$ cat src/design/ring_resource_arbiter_with_aging_assert.svh
// Assertion macros for the ring resource arbiter.
// Included by the RTL files that carry concurrent checks; no other dependencies.
`ifndef RING_RESOURCE_ARBITER_WITH_AGING_ASSERT_SVH
`define RING_RESOURCE_ARBITER_WITH_AGING_ASSERT_SVH

`ifndef ASSERT_OFF
// Same-cycle implication under synchronous active-low reset.
`define RRA_ASSERT_IMPLY(lbl, clk, rst_n, ante, cons) \
    lbl: assert property (@(posedge clk) disable iff (!(rst_n)) (ante) |-> (cons)) \
        else $error("rra: implication check failed");
// Next-cycle implication under synchronous active-low reset.
`define RRA_ASSERT_NEXT(lbl, clk, rst_n, ante, cons) \
    lbl: assert property (@(posedge clk) disable iff (!(rst_n)) (ante) |=> (cons)) \
        else $error("rra: next-cycle check failed");
`else
`define RRA_ASSERT_IMPLY(lbl, clk, rst_n, ante, cons)
`define RRA_ASSERT_NEXT(lbl, clk, rst_n, ante, cons)
`endif

`endif

$ cat src/design/rra_pkg.sv
// Types and constants shared by the ring resource arbiter.
// No dependencies; imported by rra_cell and the top level.
`default_nettype none

package rra_pkg;

    localparam int AGENTS   = 5;
    localparam int AGE_BITS = 16;
    localparam int EVT_W    = 5;
    localparam int PRIO_W   = 16;

    typedef logic [AGE_BITS-1:0] t_age;

    typedef enum logic [1:0] {
        MODE_HUNGRY   = 2'd0,
        MODE_EATING   = 2'd1,
        MODE_THINKING = 2'd2,
        MODE_DONE     = 2'd3
    } t_mode;

    // scan token travelling from cell to cell
    typedef struct packed {
        logic tok;
        t_age top;
    } t_ctx;

    // resource update from a cell to its clockwise neighbor
    typedef struct packed {
        logic set;
        logic clr;
    } t_link;

    typedef struct packed {
        logic grant;
        logic release_done;
        logic eating;
        logic waiting;
    } t_status;

    typedef struct packed {
        logic [EVT_W-1:0] hunger_events;
        logic [EVT_W-1:0] finish_events;
    } t_in;

    typedef struct packed {
        logic [EVT_W-1:0]  grant_mask;
        logic [EVT_W-1:0]  release_mask;
        logic [EVT_W-1:0]  eating_mask;
        logic [EVT_W-1:0]  waiting_mask;
        logic [PRIO_W-1:0] top_priority_out;
    } t_out;

endpackage

`default_nettype wire

$ cat src/design/rra_cell.sv
// One agent cell of the arbiter ring: mode, age and the agent's own resource.
// Depends on rra_pkg and the assertion header.
`default_nettype none
`include "ring_resource_arbiter_with_aging_assert.svh"

module rra_cell (
    input  wire logic             i_clk,
    input  wire logic             i_rst_n,
    input  wire logic             i_load,
    input  wire logic             i_hunger,
    input  wire logic             i_finish,
    input  wire rra_pkg::t_ctx    i_ctx,
    output rra_pkg::t_ctx         o_ctx,
    input  wire logic             i_nbr_busy,
    output logic                  o_busy,
    input  wire rra_pkg::t_link   i_link,
    output rra_pkg::t_link        o_link,
    output rra_pkg::t_status      o_status
);
    import rra_pkg::*;

    t_mode r_mode, n_mode;
    t_age  r_age, n_age;
    logic  r_busy, n_busy;
    logic  r_grant, n_grant;
    logic  r_rel, n_rel;
    t_ctx  r_ctx, n_ctx;

    always_comb begin
        n_mode   = r_mode;
        n_age    = r_age;
        n_busy   = r_busy;
        n_grant  = r_grant;
        n_rel    = r_rel;
        n_ctx    = i_ctx;
        o_link   = '0;
        if (i_load) begin
            n_grant = 1'b0;
            n_rel   = 1'b0;
            if (r_mode == MODE_THINKING && i_hunger) begin
                n_mode = MODE_HUNGRY;
            end else if (r_mode == MODE_EATING && i_finish) begin
                n_mode = MODE_DONE;
            end
        end else if (i_ctx.tok) begin
            if (r_mode == MODE_HUNGRY && r_age >= i_ctx.top) begin
                if (!r_busy && !i_nbr_busy) begin
                    n_mode     = MODE_EATING;
                    n_age      = '0;
                    n_ctx.top  = '0;
                    n_busy     = 1'b1;
                    n_grant    = 1'b1;
                    o_link.set = 1'b1;
                end else begin
                    if (r_age > i_ctx.top) begin
                        n_ctx.top = r_age;
                    end
                    // saturate at all ones
                    if (r_age != '1) begin
                        n_age = r_age + t_age'(1);
                    end
                end
            end else if (r_mode == MODE_DONE) begin
                n_mode     = MODE_THINKING;
                n_busy     = 1'b0;
                n_rel      = 1'b1;
                o_link.clr = 1'b1;
            end
        end
        // counterclockwise neighbor claims or frees this resource
        if (i_link.set) begin
            n_busy = 1'b1;
        end
        if (i_link.clr) begin
            n_busy = 1'b0;
        end
    end

    always_ff @(posedge i_clk) begin
        if (!i_rst_n) begin
            r_mode    <= MODE_THINKING;
            r_age     <= '0;
            r_busy    <= 1'b0;
            r_grant   <= 1'b0;
            r_rel     <= 1'b0;
            r_ctx.tok <= 1'b0;
            r_ctx.top <= '0;
        end else begin
            r_mode    <= n_mode;
            r_age     <= n_age;
            r_busy    <= n_busy;
            r_grant   <= n_grant;
            r_rel     <= n_rel;
            r_ctx.tok <= n_ctx.tok;
            r_ctx.top <= n_ctx.top;
        end
    end

    assign o_ctx  = r_ctx;
    assign o_busy = r_busy;

    always_comb begin
        o_status.grant        = r_grant;
        o_status.release_done = r_rel;
        o_status.eating       = (r_mode == MODE_EATING);
        o_status.waiting      = (r_mode == MODE_HUNGRY);
    end

    `RRA_ASSERT_NEXT(a_tok_pass, i_clk, i_rst_n, i_ctx.tok, r_ctx.tok)
    `RRA_ASSERT_IMPLY(a_grant_eats, i_clk, i_rst_n, r_grant, r_mode == MODE_EATING)
    `RRA_ASSERT_NEXT(a_done_frees, i_clk, i_rst_n, i_ctx.tok && r_mode == MODE_DONE, !r_busy)

endmodule

`default_nettype wire

$ cat src/design/ring_resource_arbiter_with_aging.sv
// Ring resource arbiter with aging: a ring of AGENTS cells scanned in order.
// A tick is taken only while idle; the scan token then passes through each cell in turn,
// the final top priority is taken from the last cell, and the results are loaded into the
// output register. A waiting result stalls the next scan in drain, and so the input, until
// it is taken.
// Reset (i_rst_n low, synchronous): agents thinking, ages, top and resources clear.
`default_nettype none
`include "ring_resource_arbiter_with_aging_assert.svh"

module ring_resource_arbiter_with_aging (
    input  wire logic          i_clk,
    input  wire logic          i_rst_n,
    input  wire logic          i_in_valid,
    output logic               o_in_ready,
    input  wire rra_pkg::t_in  i_in_data,
    output logic               o_out_valid,
    input  wire logic          i_out_ready,
    output rra_pkg::t_out      o_out_data
);
    import rra_pkg::*;

    typedef enum logic [1:0] {
        ST_IDLE,
        ST_SCAN,
        ST_DRAIN
    } t_state;

    t_state r_state;
    logic   r_start;
    t_age   r_top;
    logic   r_out_valid;
    t_out   r_out;

    logic    load;
    t_ctx    ctx_head;
    t_ctx    ctx     [AGENTS];
    t_link   link    [AGENTS];
    logic    busy    [AGENTS];
    t_status status  [AGENTS];
    logic [AGENTS-1:0] tok_vec;
    logic [AGENTS-1:0] grant_v, rel_v, eat_v, wait_v;

    assign o_in_ready   = (r_state == ST_IDLE);
    assign load         = i_in_valid && o_in_ready;
    assign ctx_head.tok = r_start;
    assign ctx_head.top = r_top;

    for (genvar g = 0; g < AGENTS; g++) begin : g_cell
        logic hunger_bit, finish_bit;
        if (g < EVT_W) begin : g_evt
            assign hunger_bit = i_in_data.hunger_events[g];
            assign finish_bit = i_in_data.finish_events[g];
        end else begin : g_no_evt
            assign hunger_bit = 1'b0;
            assign finish_bit = 1'b0;
        end

        rra_cell u_cell (
            .i_clk      (i_clk),
            .i_rst_n    (i_rst_n),
            .i_load     (load),
            .i_hunger   (hunger_bit),
            .i_finish   (finish_bit),
            .i_ctx      ((g == 0) ? ctx_head : ctx[(g + AGENTS - 1) % AGENTS]),
            .o_ctx      (ctx[g]),
            .i_nbr_busy (busy[(g + 1) % AGENTS]),
            .o_busy     (busy[g]),
            .i_link     (link[(g + AGENTS - 1) % AGENTS]),
            .o_link     (link[g]),
            .o_status   (status[g])
        );

        assign tok_vec[g] = ctx[g].tok;
        assign grant_v[g] = status[g].grant;
        assign rel_v[g]   = status[g].release_done;
        assign eat_v[g]   = status[g].eating;
        assign wait_v[g]  = status[g].waiting;
    end

    always_ff @(posedge i_clk) begin
        if (!i_rst_n) begin
            r_state     <= ST_IDLE;
            r_start     <= 1'b0;
            r_top       <= '0;
            r_out_valid <= 1'b0;
            r_out       <= '0;
        end else begin
            r_start <= load;
            if (r_state == ST_DRAIN && (!r_out_valid || i_out_ready)) begin
                r_out_valid            <= 1'b1;
                r_out.grant_mask       <= EVT_W'(grant_v);
                r_out.release_mask     <= EVT_W'(rel_v);
                r_out.eating_mask      <= EVT_W'(eat_v);
                r_out.waiting_mask     <= EVT_W'(wait_v);
                r_out.top_priority_out <= PRIO_W'(r_top);
            end else if (r_out_valid && i_out_ready) begin
                r_out_valid <= 1'b0;
            end
            case (r_state)
                ST_IDLE: begin
                    if (load) begin
                        r_state <= ST_SCAN;
                    end
                end
                ST_SCAN: begin
                    // token leaves the last cell: scan complete
                    if (ctx[AGENTS-1].tok) begin
                        r_top   <= ctx[AGENTS-1].top;
                        r_state <= ST_DRAIN;
                    end
                end
                ST_DRAIN: begin
                    if (!r_out_valid || i_out_ready) begin
                        r_state <= ST_IDLE;
                    end
                end
                default: begin
                    r_state <= ST_IDLE;
                end
            endcase
        end
    end

    assign o_out_valid = r_out_valid;
    assign o_out_data  = r_out;

    `RRA_ASSERT_IMPLY(a_one_token, i_clk, i_rst_n, 1'b1, $onehot0(tok_vec))
    `RRA_ASSERT_IMPLY(a_idle_no_token, i_clk, i_rst_n, o_in_ready, tok_vec == '0)
    `RRA_ASSERT_IMPLY(a_grant_not_release, i_clk, i_rst_n, o_out_valid,
                      (o_out_data.grant_mask & o_out_data.release_mask) == '0)

endmodule

`default_nettype wire

$ cat config.mk
export PLATFORM = sky130hd
export DESIGN_NAME = ring_resource_arbiter_with_aging
export DESIGN_NICKNAME = d
export VERILOG_FILES = /design/src/design/rra_pkg.sv /design/src/design/rra_cell.sv /design/src/design/ring_resource_arbiter_with_aging.sv
export VERILOG_INCLUDE_DIRS = /design/src /design/src/design
export SDC_FILE = /design/constraint.sdc
export NUM_CORES = 1
export LEC_CHECK = 0
export BUFFER_PORTS_ARGS = -buffer_cell sky130_fd_sc_hd__buf_2
export CORE_UTILIZATION = 69
export CTS_BUF_LIST = sky130_fd_sc_hd__clkbuf_4 sky130_fd_sc_hd__clkbuf_8
export CTS_CLUSTER_DIAMETER = 120
export DETAILED_ROUTE_END_ITERATION = 8
export HOLD_SLACK_MARGIN = 0.05
export PLACE_DENSITY = 0.88
export RECOVER_POWER = 50
export SETUP_SLACK_MARGIN = 0.5
export SLEW_MARGIN = 10
export SYNTH_ARGS = -nofsm -noshare
export SYNTH_HDL_FRONTEND = slang
export SYNTH_SLANG_ARGS = --single-unit
$ cat constraint.sdc
create_clock -name i_clk -period 5.2 [get_ports i_clk]
set_input_delay 0.52 -clock i_clk [delete_from_list [all_inputs] [get_ports i_clk]]
set_output_delay 0.52 -clock i_clk [all_outputs]
set_load 0.01 [all_outputs]
==> impl_metrics.csv, run 1 <==
group,metric,value,unit
synthesis,yosys_warnings,0,
cts,clock_latency,550,ps
worst_setup_path,worstSetupPathType,"flip-flop to flip-flop",
floorplanning,die_w,133,um
timing,setup_viol,0,
routing,dr.first_iter.drc_count,1223,
hold_path,hp-class,"primary input to flip-flop",
worst_setup_path,r2r-end,"g_cell[4].u_cell.r_age[5]",
global_routing,grt_max_degree,84,
power,power_density,302,mW/mm^2
finish,final_cell_mix,"dfxtp_1 (246), nand2_1 (161), nor2_1 (136), a21oi_1 (136), inv_1 (93)",
cts,clock_tree.root_cell,"clkbuf_8",
routing,routed_wl,31800,um
worst_setup_path,crit_path_end_kind,"flip-flop",
routing,detail_route.wl_per_cell,18.9,um
synthesis,syn-cell-area,0.0118,mm^2
cts,clk_path_buf_depth,3,
synthesis,yosysSeqAreaShare,0.419,
floorplanning,fp.dieH,133,um
finish,finalInstanceArea,0.0130,mm^2
cts,htree_levels,2,
status,outcome,"complete, but fails checks",
timing,final.period_utilization,0.744,
synthesis,syn-num-nets,1488,
synthesis,postSynthCellCount,1389,
timing,rsz0062_at_grt,"false",
timing,fmax,258,MHz
power,peakVddDrop,0.222,mV
placed_design,placed_area,0.0121,mm^2
floorplanning,fp-row-count,47,
power,p_leak,4.86,nW
finish,seq_area,0.00492,mm^2
routing,drtAntennaViolNets,0,
power,power.total,0.00391,W
worst_setup_path,crit_start,"g_cell[3].u_cell.o_ctx[13]",
synthesis,ys_ff_latch,246,
worst_setup_path,reg2reg_depth,9,
global_routing,grt_overflow,0,
status,violations,"capacitance limit, slew limit",
worst_setup_path,r2r_slack,1330,ps
finish,final_common_cell,"dfxtp_1",
global_routing,grt_pass1_wl,51100,um
worst_setup_path,arrival,4320,ps
floorplanning,start_util,0.709,
job,cap_violations,2,
hold_path,hold_path_depth,2,
synthesis,synthFlopType,"dfxtp_1",
worst_setup_path,r2r_start,"g_cell[3].u_cell.o_ctx[13]",
timing,hold_viol_final,0,
synthesis,synth_edf_count,0,
placed_design,dpl.hpwl,22300,um
cts,cts_tree,"yes",
timing,finalClockSkew,22.1,ps
floorplanning,core_area,0.0166,mm^2
worst_setup_path,cp_max_fo,23,
cts,cts.sinks,246,
timing,maxSlewViolCount,116,
cts,numCtsBuffers,39,
global_routing,antenna_found_initial,0,
global_routing,grt_pass1_vias,10100,
placed_design,routabilityCongestion,0.952,
synthesis,synthDistinctLibCells,65,
routing,drcViolationCount,0,
timing,finalSetupTns,0,ps
cts,holdBufCountCts,0,
finish,diodes,0,
floorplanning,pin_count,52,
synthesis,synthArstFlopShare,0,
finish,multi_input_area,0.00623,mm^2
worst_setup_path,crit_path_end,"g_cell[4].u_cell.r_age[5]",
routing,drtPass1Iterations,8,
finish,num-fill-cells,1156,
finish,area_growth,10.3,%
routing,via_per_inst,6.41,
cts,clk_pin_slew,70,ps
routing,vias,10800,
synthesis,avgSynthCellArea,8.46,um^2
worst_setup_path,cp.required,5650,ps
finish,drive_gt1_frac,0.0753,
timing,relSlewSlack,-0.224,
finish,final_net_count,1529,
cts,cts_setup_buffers,0,
timing,final.min_clock_period,3870,ps
cts,cts_resized,0,
timing,worst_pin_slew,1840,ps
floorplanning,dieArea,0.0176,mm^2
global_routing,grt_use_total,0.363,
placed_design,io_buffers,51,
worst_setup_path,start_kind,"flip-flop",
[power by group]
| part | switching (W) | internal (W) | leakage [nW] | total, W |
|---|---|---|---|---|
| logic | 0.0000655 | 0.0000199 | 2.40 | 0.0000854 |
| clock network | 0.000786 | 0.00114 | 0.479 | 0.00192 |
| registers | 0.0000141 | 0.00189 | 1.98 | 0.00191 |
| total | 0.000866 | 0.00305 | 4.86 | 0.00391 |
[area by class of cell]
type	instances	share of cell area
Timing Repair Buffer	56	0.0183
Multi-Input combinational cell	993	0.481
Clock inverter	14	0.0139
Tap cell	220	0.0212
Clock buffer	58	0.0582
Sequential cell	246	0.380
Inverter	94	0.0272
[layer usage]
metal	global-route usage	routed length (um)
met4	0.193	1570
met5	0	0
met3	0.0648	2590
met1	0.467	12800
met2	0.583	14900
[how the worst min path moves through the flow]
stage / start / to
4_1_cts: i_in_data[7] / g_cell[2].u_cell.r_mode[1]
6_report: i_in_data[7] / g_cell[2].u_cell.r_mode[1]
5_1_grt: i_in_data[7] / g_cell[2].u_cell.r_mode[1]
2_1_floorplan: g_cell[4].u_cell.o_ctx[10] / r_top[10]
3_3_place_gp: g_cell[4].u_cell.o_ctx[2] / r_top[2]
3_5_place_dp: g_cell[4].u_cell.o_ctx[6] / r_top[6]
[logic make-up after synthesis]
| kind of cell | synth area share |
|---|---|
| xor+xnor | 0.0313 |
| buf+inv | 0.0515 |
| fa+ha+maj | 0.0905 |
| simple gates | 0.225 |
| flops | 0.419 |
| mux | 0.0230 |
| compound gates | 0.160 |
[sequential cells by signal (all words and copies together), names as in the netlist]
register	flops
o_out_valid	1
r_start	1
r_state	2
g_cell.u_cell.r_rel	5
o_out_data	36
g_cell.u_cell.o_ctx	85
r_top	16
g_cell.u_cell.r_age	80
g_cell.u_cell.o_busy	5
g_cell.u_cell.r_grant	5
g_cell.u_cell.r_mode	10
[cell usage after synthesis, types with 4 or more instances]
| master | instances | area (um^2) |
|---|---|---|
| a21o_1 | 4 | 30.0 |
| a21oi_1 | 135 | 676 |
| a22o_1 | 42 | 368 |
| a22oi_1 | 17 | 128 |
| a31oi_1 | 13 | 81.3 |
| and2_1 | 9 | 56.3 |
| and3_1 | 19 | 119 |
| and4_1 | 10 | 87.6 |
| buf_2 | 13 | 65.1 |
| clkbuf_1 | 37 | 139 |
| dfxtp_1 | 246 | 4920 |
| ha_1 | 85 | 1060 |
| inv_1 | 94 | 353 |
| mux2i_1 | 27 | 270 |
| nand2_1 | 161 | 604 |
| nand2b_1 | 9 | 56.3 |
| nand3_1 | 49 | 245 |
| nand4_1 | 42 | 263 |
| nor2_1 | 136 | 510 |
| nor2b_1 | 5 | 31.3 |
| nor3_1 | 21 | 105 |
| nor4_1 | 11 | 68.8 |
| o211ai_1 | 6 | 45.0 |
| o21ai_0 | 52 | 260 |
| o31ai_1 | 9 | 67.6 |
| or2_2 | 8 | 50.1 |
| or3_1 | 27 | 169 |
| or4_1 | 6 | 45.0 |
| xnor2_1 | 10 | 87.6 |
| xor2_1 | 32 | 280 |
[through the flow]
step                      hold WS (ps)  std cells  utilization  setup WS (ps)
final                              268       1681        0.781           1330
after global routing               299       1681        0.781           1220
after CTS                          245       1681        0.785           1730
after detailed placement           436       1609        0.729           1650
after global placement             420       1609        0.729           1820
after floorplan                    417       1389            -           2660
[critical path: stages, from the launching register on]
cell and delay (ps):
dfxtp_1 380, inv_1 60, ha_1 300, nand4_1 160, or4_1 640, nor2_1 600
nor2_1 250, o41ai_4 250, clkbuf_1 840, o21ba_2 260
No activity file was read; power rests on OpenSTA's default activity.
==> run 2, diff against run 1 <==
Settings changed: ABC_AREA from default to 1, CORE_UTILIZATION 69 to 58, PLACE_DENSITY 0.88 to 0.78.
Clock period 5.2 ns to 3.2 ns, I/O delays scaled along.
==> impl_metrics.csv, run 2 <==
group,metric,value,unit
placed_design,dp.cells,2424,
floorplanning,fp-row-count,56,
floorplanning,pin_count,52,
synthesis,synthFlopType,"dfxtp_1",
placed_design,io_buffers,51,
synthesis,postSynthCellCount,2093,
status,outcome,"complete, no violations",
finish,final_net_count,2253,
global_routing,grt_overflow,0,
routing,dr.first_iter.drc_count,1403,
floorplanning,core_area,0.0237,mm^2
cts,clock_latency,580,ps
floorplanning,dieArea,0.0249,mm^2
power,p_leak,6.56,nW
cts,htree_levels,2,
synthesis,synth_largest_area_cell,"dfxtp_1",
synthesis,syn-cell-area,0.0141,mm^2
worst_setup_path,cp_slowest_cell,"dfxtp_1",
floorplanning,fp.dieH,158,um
synthesis,syn-num-nets,2192,
timing,finalSetupTns,0,ps
power,power_density,407,mW/mm^2
synthesis,synth-compound-area-share,0.122,
routing,vias,13800,
global_routing,grt_pass1_vias,12400,
timing,worst_slack,570,ps
synthesis,synthDistinctLibCells,46,
hold_path,hp-class,"primary input to flip-flop",
synthesis,synth_top_family_by_area,"simple AND/OR/NAND/NOR gates",
synthesis,synth_most_common_cell,"nand2_1",
finish,final_cell_mix,"nand2_1 (596), dfxtp_1 (246), inv_1 (221)",
worst_setup_path,path_cells,"inv_1 > ha_1 > nand4_1 > nor2_1 > nand3_1 > nand3_1 > nand4_1 > nand2_1 > clkinvlp_4 > o21ai_0 > nor2_1",
routing,drtPass1Iterations,5,
routing,routed_wl,39700,um
synthesis,synth_top_area_share,0.349,
cts,numCtsBuffers,41,
timing,finalClockSkew,36.1,ps
worst_setup_path,cp.required,3630,ps
finish,diodes,0,
worst_setup_path,crit_path_end_kind,"flip-flop",
routing,drcViolationCount,0,
floorplanning,die_w,158,um
finish,area_growth,9.61,%
timing,setup_viol,0,
finish,largest_reg_flops,85,
worst_setup_path,worstSetupPathType,"flip-flop to flip-flop",
synthesis,ys_ff_latch,246,
synthesis,synthMuxAreaShare,0,
worst_setup_path,start_kind,"flip-flop",
worst_setup_path,arrival,3060,ps
synthesis,synth-adder-area-share,0.0755,
timing,hold_viol_final,0,
timing,relSlewSlack,0.0386,
floorplanning,start_util,0.595,
finish,num-fill-cells,2223,
global_routing,grt_use_total,0.320,
placed_design,placed_area,0.0146,mm^2
cts,clk_pin_slew,60,ps
timing,worst_pin_slew,1440,ps
placed_design,dpl.hpwl,29400,um
synthesis,yosys-top-cells-count,"nand2_1 (595), dfxtp_1 (246), inv_1 (223)",
worst_setup_path,crit_path_max_incr_delay,370,ps
routing,drtAntennaViolNets,0,
finish,layoutNonFillerInstCount,2504,
finish,drive_gt1_frac,0.0828,
placed_design,post-place-ws,648,ps
timing,final.min_clock_period,2630,ps
cts,clock_tree.root_cell,"clkbuf_8",
routing,via_per_inst,5.52,
worst_setup_path,critPathBufInv,2,
synthesis,yosys_warnings,0,
power,peakVddDrop,0.285,mV
synthesis,synth_edf_count,0,
global_routing,grt_pass1_wl,62900,um
cts,clk_path_buf_depth,3,
timing,maxSlewViolCount,0,
finish,final_util,0.652,
worst_setup_path,cp_max_fo,7,
timing,rsz0062_at_grt,"true",
synthesis,yosysSeqAreaShare,0.349,
global_routing,grt_max_degree,77,
worst_setup_path,cpLargestDelayFamily,"simple AND/OR/NAND/NOR gates",
finish,finalInstanceArea,0.0154,mm^2
timing,final.period_utilization,0.822,
synthesis,synth-simple-area-share,0.334,
global_routing,antenna_found_initial,0,
synthesis,synth_area_leaders,"dfxtp_1 (35%), nand2_1 (16%), ha_1 (7.5%)",
cts,cts_tree,"yes",
synthesis,synth_xor_area_frac,0.0317,
cts,cts.sinks,246,
routing,detail_route.wl_per_cell,15.9,um
synthesis,synthArstFlopShare,0,
timing,fmax,380,MHz
placed_design,routabilityCongestion,0.993,
job,cap_violations,0,
finish,final_common_cell,"nand2_1",
synthesis,avgSynthCellArea,6.73,um^2
run 2: what timing repair did:
item | 4_1_cts | 5_1_grt
hold buffers | 1 | 0
endpoints found under the hold margin | 2 | 0
endpoints found under the setup margin | 0 | 47
buffers inserted | 0 | 3
gates resized for setup | 0 | 7
run 2: logic make-up after synthesis:
logic type               after synthesis
AO/OA/AOI/OAI                        330
XOR/XNOR                              51
adder cells (fa/ha/maj)               85
buffers and inverters                299
flip-flops                           246
AND/OR/NAND/NOR                     1082
run 2: stage by stage:
stage / total power (W) / hold WS, ps
2_1_floorplan: 0.00339 / 424
3_3_place_gp: 0.00348 / 438
3_5_place_dp: 0.00349 / 448
4_1_cts: 0.00633 / 204
5_1_grt: 0.00651 / 256
6_report: 0.00629 / 225
run 2: final cells by class:
type | instances | area [um^2] | area share
Tap cell | 319 | 399 | 0.0258
Clock inverter | 14 | 83.8 | 0.00543
Multi-Input combinational cell | 1549 | 7940 | 0.514
Timing Repair Buffer | 85 | 459 | 0.0297
Inverter | 230 | 878 | 0.0569
Timing Repair inverter | 1 | 7.51 | 0.000486
Sequential cell | 246 | 4920 | 0.319
Clock buffer | 60 | 757 | 0.0490
run 2: path summary, 6_finish.rpt:
path	depth (start not counted)	to	from	slack [ps]
hold / removal	6	g_cell[1].u_cell.r_mode[0]	i_in_data[6]	220
setup reg to reg	11	g_cell[2].u_cell.o_ctx[11]	g_cell[1].u_cell.o_ctx[15]	570
hold reg to reg	2	g_cell[2].u_cell.o_ctx[5]	g_cell[1].u_cell.o_ctx[5]	450
setup / recovery	11	g_cell[2].u_cell.o_ctx[11]	g_cell[1].u_cell.o_ctx[15]	570
run 2: worst register-to-register path: stages, from the launching register on:
cell and delay, ps:
dfxtp_1 370, inv_1 60, ha_1 330, nand4_1 130, nor2_1 160, nand3_1 120
nand3_1 190, nand4_1 230, nand2_1 350, clkinvlp_4 340, o21ai_0 140, nor2_1 80
run 2: where the power goes:
group          internal [W]  switching [W]  total (W)
Combinational     0.0000813       0.000240   0.000321
Clock               0.00154        0.00133    0.00286
Sequential          0.00308      0.0000234    0.00310
run 2: layer usage:
metal / global-route usage / wire length (um) / up-vias
met5: 0 / 0 / -
met4: 0.149 / 1670 / 0
met3: 0.0441 / 3240 / 116
met2: 0.502 / 17300 / 588
met1: 0.434 / 17500 / 6238
li1: - / - / 6890
